### src/rtl/arq_pkg.sv
`timescale 1ns / 1ps
// ----------------------------------------------------------------------------
// arq_pkg
// shared types and codes for the arq message tables unit
// ----------------------------------------------------------------------------
package arq_pkg;

  localparam int unsigned EventW = 4;
  localparam int unsigned CharW  = 8;
  localparam int unsigned OutIdW = 16;
  localparam int unsigned StampW = 16;
  localparam int unsigned CfgW   = 8;
  localparam int unsigned FidW   = 16;

  localparam logic [1:0] ModeSend = 2'd0;
  localparam logic [1:0] ModeRecv = 2'd1;
  localparam logic [1:0] ModeTick = 2'd2;
  localparam logic [1:0] ModeRead = 2'd3;

  localparam logic [EventW-1:0] EvSent      = 4'd0;
  localparam logic [EventW-1:0] EvSendFull  = 4'd1;
  localparam logic [EventW-1:0] EvAckFreed  = 4'd2;
  localparam logic [EventW-1:0] EvAckNone   = 4'd3;
  localparam logic [EventW-1:0] EvStored    = 4'd4;
  localparam logic [EventW-1:0] EvDuplicate = 4'd5;
  localparam logic [EventW-1:0] EvRecvFull  = 4'd6;
  localparam logic [EventW-1:0] EvResent    = 4'd7;
  localparam logic [EventW-1:0] EvIdle      = 4'd8;
  localparam logic [EventW-1:0] EvDelivered = 4'd9;
  localparam logic [EventW-1:0] EvEmpty     = 4'd10;

  // command from controller to datapath
  typedef struct packed {
    logic       scan;    // register item and run table scans
    logic       commit;  // apply update and form result
  } ctrl_t;

endpackage

### src/rtl/arq_datapath.sv
`timescale 1ns / 1ps
// ----------------------------------------------------------------------------
// arq_datapath
// table storage, parallel match and priority encode, result formation
// ----------------------------------------------------------------------------
module arq_datapath #(
  parameter int unsigned TABLE_DEPTH = 16,
  parameter int unsigned ID_BITS     = 16
) (
  input  logic                          clk_i,
  input  logic                          rst_ni,
  input  arq_pkg::ctrl_t                ctrl_i,
  input  logic [1:0]                    mode_i,
  input  logic [arq_pkg::CharW-1:0]     msg_char_i,
  input  logic                          frame_is_ack_i,
  input  logic [arq_pkg::FidW-1:0]      frame_id_i,
  input  logic [arq_pkg::CfgW-1:0]      timeout_i,
  output logic [arq_pkg::EventW-1:0]    event_res_o,
  output logic [arq_pkg::OutIdW-1:0]    out_id_o,
  output logic [arq_pkg::CharW-1:0]     out_char_o,
  output logic                          send_ack_o
);

  localparam int unsigned IdxW = (TABLE_DEPTH > 1) ? $clog2(TABLE_DEPTH) : 1;

  logic [TABLE_DEPTH-1:0]   u_vld_q, r_vld_q;
  logic [ID_BITS-1:0]       u_id_q [TABLE_DEPTH];
  logic [arq_pkg::CharW-1:0]  u_ch_q [TABLE_DEPTH];
  logic [arq_pkg::StampW-1:0] u_st_q [TABLE_DEPTH];
  logic [ID_BITS-1:0]       r_id_q [TABLE_DEPTH];
  logic [arq_pkg::CharW-1:0]  r_ch_q [TABLE_DEPTH];
  logic [ID_BITS-1:0]       next_id_q;
  logic [arq_pkg::StampW-1:0] now_q;

  // item registers
  logic [1:0]               mode_q;
  logic [arq_pkg::CharW-1:0] ch_q;
  logic                     ack_q;
  logic [ID_BITS-1:0]       fid_q;
  logic [arq_pkg::FidW-1:0] fid_ext;

  // scan results
  logic                     hit_q;
  logic [IdxW-1:0]          idx_q;
  logic                     dup_q;
  logic                     hit_d, dup_d;
  logic [IdxW-1:0]          idx_d;
  logic [arq_pkg::StampW-1:0] now_inc;
  logic [ID_BITS-1:0]       fid_m;

  if (ID_BITS >= arq_pkg::FidW) begin : g_wide
    assign fid_m = ID_BITS'(frame_id_i);
  end else begin : g_narrow
    assign fid_m = frame_id_i[ID_BITS-1:0];
  end

  assign now_inc = now_q + 1'b1;

  // scan runs against the item just latched
  always_comb begin
    logic [TABLE_DEPTH-1:0] cand;
    logic [TABLE_DEPTH-1:0] dupv;
    logic [arq_pkg::StampW-1:0] age;
    cand  = '0;
    dupv  = '0;
    hit_d = 1'b0;
    dup_d = 1'b0;
    idx_d = '0;
    for (int i = 0; i < TABLE_DEPTH; i++) begin
      age = now_inc - u_st_q[i];
      case (mode_q)
        arq_pkg::ModeSend: cand[i] = !u_vld_q[i];
        arq_pkg::ModeRecv: begin
          if (ack_q) begin
            cand[i] = u_vld_q[i] && (u_id_q[i] == fid_q);
          end else begin
            cand[i] = !r_vld_q[i];
          end
          dupv[i] = r_vld_q[i] && (r_id_q[i] == fid_q);
        end
        arq_pkg::ModeTick: cand[i] = u_vld_q[i] && (age > {8'd0, timeout_i});
        default:           cand[i] = r_vld_q[i];
      endcase
    end
    dup_d = |dupv && !ack_q;
    for (int i = TABLE_DEPTH - 1; i >= 0; i--) begin
      if (cand[i]) begin
        hit_d = 1'b1;
        idx_d = IdxW'(i);
      end
    end
  end

  assign fid_ext = arq_pkg::FidW'(fid_q);

  always_ff @(posedge clk_i) begin
    if (ctrl_i.scan) begin
      mode_q <= mode_i;
      ch_q   <= msg_char_i;
      ack_q  <= frame_is_ack_i;
      fid_q  <= fid_m;
    end
    hit_q <= hit_d;
    dup_q <= dup_d;
    idx_q <= idx_d;
  end

  // hit/idx are registered at the end of the scan state, before the controller commits

  always_ff @(posedge clk_i or negedge rst_ni) begin
    if (!rst_ni) begin
      u_vld_q     <= '0;
      r_vld_q     <= '0;
      next_id_q   <= '0;
      now_q       <= '0;
      event_res_o <= '0;
      out_id_o    <= '0;
      out_char_o  <= '0;
      send_ack_o  <= 1'b0;
    end else if (ctrl_i.commit) begin
      out_id_o   <= '0;
      out_char_o <= '0;
      send_ack_o <= 1'b0;
      case (mode_q)
        arq_pkg::ModeSend: begin
          if (hit_q) begin
            u_vld_q[idx_q] <= 1'b1;
            next_id_q      <= next_id_q + 1'b1;
            event_res_o    <= arq_pkg::EvSent;
            out_id_o       <= arq_pkg::OutIdW'(next_id_q);
            out_char_o     <= ch_q;
          end else begin
            event_res_o <= arq_pkg::EvSendFull;
          end
        end
        arq_pkg::ModeRecv: begin
          out_id_o <= fid_ext;
          if (ack_q) begin
            if (hit_q) u_vld_q[idx_q] <= 1'b0;
            event_res_o <= hit_q ? arq_pkg::EvAckFreed : arq_pkg::EvAckNone;
          end else if (dup_q) begin
            event_res_o <= arq_pkg::EvDuplicate;
            send_ack_o  <= 1'b1;
          end else if (hit_q) begin
            r_vld_q[idx_q] <= 1'b1;
            event_res_o    <= arq_pkg::EvStored;
            send_ack_o     <= 1'b1;
          end else begin
            event_res_o <= arq_pkg::EvRecvFull;
          end
        end
        arq_pkg::ModeTick: begin
          now_q <= now_inc;
          if (hit_q) begin
            event_res_o <= arq_pkg::EvResent;
            out_id_o    <= arq_pkg::OutIdW'(u_id_q[idx_q]);
            out_char_o  <= u_ch_q[idx_q];
          end else begin
            event_res_o <= arq_pkg::EvIdle;
          end
        end
        default: begin
          if (hit_q) begin
            r_vld_q[idx_q] <= 1'b0;
            event_res_o    <= arq_pkg::EvDelivered;
            out_id_o       <= arq_pkg::OutIdW'(r_id_q[idx_q]);
            out_char_o     <= r_ch_q[idx_q];
          end else begin
            event_res_o <= arq_pkg::EvEmpty;
          end
        end
      endcase
    end
  end

  // entry payload, no reset
  always_ff @(posedge clk_i) begin
    if (ctrl_i.commit && hit_q) begin
      case (mode_q)
        arq_pkg::ModeSend: begin
          u_id_q[idx_q] <= next_id_q;
          u_ch_q[idx_q] <= ch_q;
          u_st_q[idx_q] <= now_q;
        end
        arq_pkg::ModeRecv: begin
          if (!ack_q && !dup_q) begin
            r_id_q[idx_q] <= fid_q;
            r_ch_q[idx_q] <= ch_q;
          end
        end
        arq_pkg::ModeTick: u_st_q[idx_q] <= now_inc;
        default: ;
      endcase
    end
  end

endmodule

### src/rtl/arq_ctrl.sv
`timescale 1ns / 1ps
// ----------------------------------------------------------------------------
// arq_ctrl
// sequencer: latch item, scan tables, commit and strobe result
// ----------------------------------------------------------------------------
module arq_ctrl (
  input  logic           clk_i,
  input  logic           rst_ni,
  input  logic           start,
  output logic           busy,
  output logic           done,
  output arq_pkg::ctrl_t ctrl_o
);

  typedef enum logic [1:0] {StIdle, StScan, StCommit} state_e;

  state_e state_q;

  assign ctrl_o.scan   = start && (state_q == StIdle);
  assign ctrl_o.commit = (state_q == StCommit);
  assign busy          = (state_q != StIdle);

  always_ff @(posedge clk_i or negedge rst_ni) begin
    if (!rst_ni) begin
      state_q <= StIdle;
      done    <= 1'b0;
    end else begin
      done <= 1'b0;
      case (state_q)
        StIdle:   if (start) state_q <= StScan;
        StScan:   state_q <= StCommit;
        StCommit: begin
          state_q <= StIdle;
          done    <= 1'b1;
        end
        default:  state_q <= StIdle;
      endcase
    end
  end

endmodule

### src/rtl/arq_message_tables_unit.sv
`timescale 1ns / 1ps
// ----------------------------------------------------------------------------
// arq_message_tables_unit
// arq send/receive tables with retransmit scan
// ----------------------------------------------------------------------------
// channel   handshake            payload
// item in   start & !busy        mode_i msg_char_i frame_is_ack_i frame_id_i
// result    done (one cycle)     event_res_o out_id_o out_char_o send_ack_o
// config    cfg_valid & cfg_ready cfg_data_i (timeout_intervals)
//
// an item passes through latch, registered table scan (parallel compare and
// priority encode) and commit; done shows in the cycle after commit, and the
// next item can be taken at the edge that takes the result, so items do not
// overlap.
// reset clears valid bits, next id, time and sets timeout to 2.
// results cannot be stalled; cfg_ready is high whenever no item is in work.
// ----------------------------------------------------------------------------
module arq_message_tables_unit #(
  parameter int unsigned TABLE_DEPTH = 16,
  parameter int unsigned ID_BITS     = 16
) (
  input  logic        clk_i,
  input  logic        rst_ni,
  input  logic        start,
  output logic        busy,
  input  logic [1:0]  mode_i,
  input  logic [7:0]  msg_char_i,
  input  logic        frame_is_ack_i,
  input  logic [15:0] frame_id_i,
  output logic        done,
  output logic [3:0]  event_res_o,
  output logic [15:0] out_id_o,
  output logic [7:0]  out_char_o,
  output logic        send_ack_o,
  input  logic        cfg_valid,
  output logic        cfg_ready,
  input  logic [7:0]  cfg_data_i
);

  arq_pkg::ctrl_t ctrl;
  logic [7:0]     timeout_q;

  assign cfg_ready = !busy;

  always_ff @(posedge clk_i or negedge rst_ni) begin
    if (!rst_ni) timeout_q <= 8'd2;
    else if (cfg_valid && cfg_ready) timeout_q <= cfg_data_i;
  end

  arq_ctrl u_ctrl (
    .clk_i, .rst_ni, .start, .busy, .done, .ctrl_o(ctrl)
  );

  arq_datapath #(.TABLE_DEPTH(TABLE_DEPTH), .ID_BITS(ID_BITS)) u_dp (
    .clk_i, .rst_ni, .ctrl_i(ctrl), .mode_i, .msg_char_i, .frame_is_ack_i,
    .frame_id_i, .timeout_i(timeout_q), .event_res_o, .out_id_o, .out_char_o,
    .send_ack_o
  );

endmodule

### config.mk
export PLATFORM = sky130hd
export DESIGN_NAME = arq_message_tables_unit
export DESIGN_NICKNAME = d
export VERILOG_FILES = /design/src/rtl/arq_pkg.sv /design/src/rtl/arq_datapath.sv /design/src/rtl/arq_ctrl.sv /design/src/rtl/arq_message_tables_unit.sv
export SDC_FILE = /design/constraint.sdc
export NUM_CORES = 2
export LEC_CHECK = 0
export ABC_CLOCK_PERIOD_IN_PS = 10100
export BUFFER_PORTS_ARGS = -buffer_cell sky130_fd_sc_hd__buf_2
export CAP_MARGIN = 40
export CORE_ASPECT_RATIO = 0.6
export CORE_MARGIN = 4
export CORE_UTILIZATION = 50
export CTS_BUF_LIST = sky130_fd_sc_hd__clkbuf_16
export DETAILED_ROUTE_END_ITERATION = 16
export PLACE_DENSITY = 0.65
export SLEW_MARGIN = 20
export SYNTH_ARGS = -nofsm -noshare
export SYNTH_HDL_FRONTEND = slang
export SYNTH_SLANG_ARGS = --single-unit
export TNS_END_PERCENT = 100
### constraint.sdc
create_clock -name clk_i -period 10.1 [get_ports clk_i]
set_clock_uncertainty 0.1 [all_clocks]
set_input_delay 2.02 -clock clk_i [delete_from_list [all_inputs] [get_ports clk_i]]
set_output_delay 2.02 -clock clk_i [all_outputs]
set_load 0.02 [all_outputs]
==> results.yml <==
status:
  status: "completed"
global_routing:
  grt_pass1_vias: 42724
  antenna_found_initial: 18
  grt_pass1_wl_mm: 297
  grt_usage_pct: 29.9
  grt_overflow: 0
  grt_max_degree: 136
power_and_ir_drop:
  powerDensity_nw_per_um2: 220
  seqPwrFrac_pct: 34.8
  p_int_uw: 10400
  p_leak_uw: 0.0269
  sw_frac_of_total_pct: 35.2
  clock_power_share_pct: 26.6
  p_comb_share_pct: 38.6
  vdd_drop_max_v: 0.000198
  power_switching_uw: 5610
timing:
  fmax_mhz: 162
  setup_tns_ps: 0
  rsz0062_at_grt: "false"
  fin_crit_sh_pct: 61.3
  worstMarginPinSlew_ps: 1070
  fin_crit_ps: 6190
  drv_slew: 0
  relSlewSlack_pct: 28.6
  finalSetupViolations: 0
  hold_violations: 0
setup_path:
  start_kind: "flip-flop"
  worst-path-max-fanout: 10
  cp.arrival_ps: 6770
  required_ps: 10690
  crit_start: "u_dp.now_q[1]"
  crit_type: "flip-flop to flip-flop"
  cp-end-kind: "flip-flop"
  r2r_cells: 20
  r2r-start: "u_dp.now_q[1]"
  rrSetupSlack_ps: 3910
  reg2reg_to: "u_dp.idx_q[3]"
detailed_routing:
  wire_per_inst_um: 28.9
  drtIter0Drc: 6533
  routed_via_density: 6.42
  drc_errors: 0
  wl_mm: 205
  ant_nets: 0
  firstDrtPassIters: 9
  vias: 45574
hold_path:
  min_path_type: "flip-flop to flip-flop"
  whs_path_depth: 1
  worstHoldEndpoint: "u_dp.next_id_q[6]"
  hold_start: "u_dp.next_id_q[6]"
logic_synthesis:
  ys_dominant_reg_cell: "edfxtp_1"
  synth_area_um2: 65100
  postSynthAreaPerCell_um2: 12.7
  yosys_warnings: 0
  synthArstFlopShare_pct: 8.96
  yosysTopAreaCellShare_pct: 48.5
  ys_seq_area_share_pct: 52.7
  synth_edf_count: 1051
  netlist_top_cells_area: "edfxtp_1, mux4_2, ha_1, xnor2_1, dfrtp_1"
  syn_nets: 5540
  synth.ff_latch_count: 1161
  netlist_instances: 5114
  synth_top_area_cell: "edfxtp_1"
  synth.distinct_cells: 85
layout:
  areaGrowthSynthToFinish_pct: 11.6
  final_area_um2: 72600
  drive_above_1_share_pct: 14.4
  final_common_cell: "edfxtp_1"
  fin_nets: 5710
  mostFrequentLayoutCells: "edfxtp_1, xnor2_1, ha_1"
placement:
  hpwl_mm: 145
  dpl_cell_area_um2: 68800
  place_congestion: 0.963
  placement.io_buffers: 70
cts:
  cts_setup_buffers: 0
  cts_root_buffer: "clkbuf_16"
  clkLatencyLatePin_ps: 740
  numCtsBuffers: 109
  clkTransAtPathRegs_ps: 70
  cts_tree: "built"
  h-tree-depth: 3
  clk_path_buf_depth: 3
  cts_hold_buffers: 0
  postCtsResizedCells: 0
  cts.sinks: 1161
floorplan:
  start_util_pct: 50.4
  ios: 71
  die-area_um2: 136000
  fp.coreArea_um2: 129000
  die_height_um: 287
  die_w_um: 474
  rows: 102
flow_run:
  maxCapViolations: 0
-- power groups by stage --
stage,sequential [uW],combinational (uW),clock (uW)
detailed placement,5660,6030,0
CTS,5560,6070,4300
global route,5570,6730,4510
finish,5560,6160,4240
floorplan,5690,4200,0
global placement,5700,5840,0
-- worst max path at each step --
stage,to,slack [ps],depth (start not counted)
after floorplan,u_dp.idx_q[1],4310,18
after global placement,u_dp.idx_q[3],3980,19
after detailed placement,u_dp.idx_q[3],4080,20
after CTS,u_dp.idx_q[2],4050,18
after global routing,u_dp.idx_q[2],3480,18
final,u_dp.idx_q[3],3910,20
-- final cells by class --
type	instances	area (um2)
Antenna cell	5	12.5
Tap cell	1716	2150
Timing Repair Buffer	267	2120
Clock buffer	110	2750
Inverter	314	1180
Sequential cell	1161	34300
Multi-Input combinational cell	3431	29200
Clock inverter	97	890
Fill cell	10466	56600
-- stage by stage --
step	hold slack (ps)	setup WS (ps)	power, uW	utilization [%]	std cells
finish	368	3910	16000	56.2	7101
global route	403	3480	16800	56.2	7096
CTS	373	4050	15900	56.1	7084
detailed placement	364	4080	11700	53.3	6877
global placement	355	3980	11500	52.9	6847
floorplan	326	4310	9890	-	5114
-- Yosys cell counts, types with 16 or more instances --
master and n:
a211oi_1 21, buf_1 64, nor2b_1 68, o31ai_1 29, nand2_1 185, edfxtp_1 1051, o211ai_1 33, a21oi_1 244
clkbuf_1 139, and3_1 28, a31oi_1 33, a221oi_1 21, a21o_1 56, xnor2_1 465, nor2_1 314, mux4_2 240
nand2b_1 51, fa_1 16, o21ai_0 237, xor2_1 246, nor4_1 75, dfrtp_1 103, nor3_1 85, o21a_1 71
nand4_1 123, nand3_1 100, mux2i_1 49, inv_1 314, ha_1 371
-- flip-flops by register name, indices dropped and copies added, names as in the netlist, 8 cells and up, named ones only --
| register | flops |
|---|---|
| u_dp.r_id_q | 256 |
| u_dp.u_id_q | 256 |
| u_dp.u_st_q | 256 |
| u_dp.r_ch_q | 128 |
| u_dp.u_ch_q | 128 |
| u_dp.fid_ext | 16 |
| u_dp.next_id_q | 16 |
| u_dp.now_q | 16 |
| u_dp.out_id_o | 16 |
| timeout_q | 8 |
| u_dp.ch_q | 8 |
| u_dp.out_char_o | 8 |
-- worst max-delay path: stages (launching register included) --
cell and delay (ps):
dfrtp_1 440, ha_1 290, nand3_1 210, nor3_1 570
inv_1 90, nor3_1 430, xor2_2 640, buf_4 400
ha_1 340, nand2_1 110, a21oi_1 70, a2111o_1 400
nor4_1 290, nand3_1 120, nor4_1 260, o211a_1 200
a31oi_1 110, buf_4 210, or3_1 360, nor4_2 300
and2_1 160
-- routing by layer --
metal / track usage [%] / share of wire, %
met5: 0 / 0.020
met4: 5.99 / 2.1
met3: 11.3 / 15
met2: 39.1 / 39
met1: 46.7 / 44
-- kinds of logic after synthesis --
family | count (synthesis) | share of synthesized area [%]
and+or+nand+nor | 1100 | 8.45
muxes | 296 | 9.18
adders and majority gates | 387 | 7.63
buffers and inverters | 522 | 3.03
AOI/OAI and AO/OA | 931 | 9.22
DFF | 1161 | 52.7
xor gates and xnor gates | 717 | 9.78
Power figures use the tool's default switching activity.
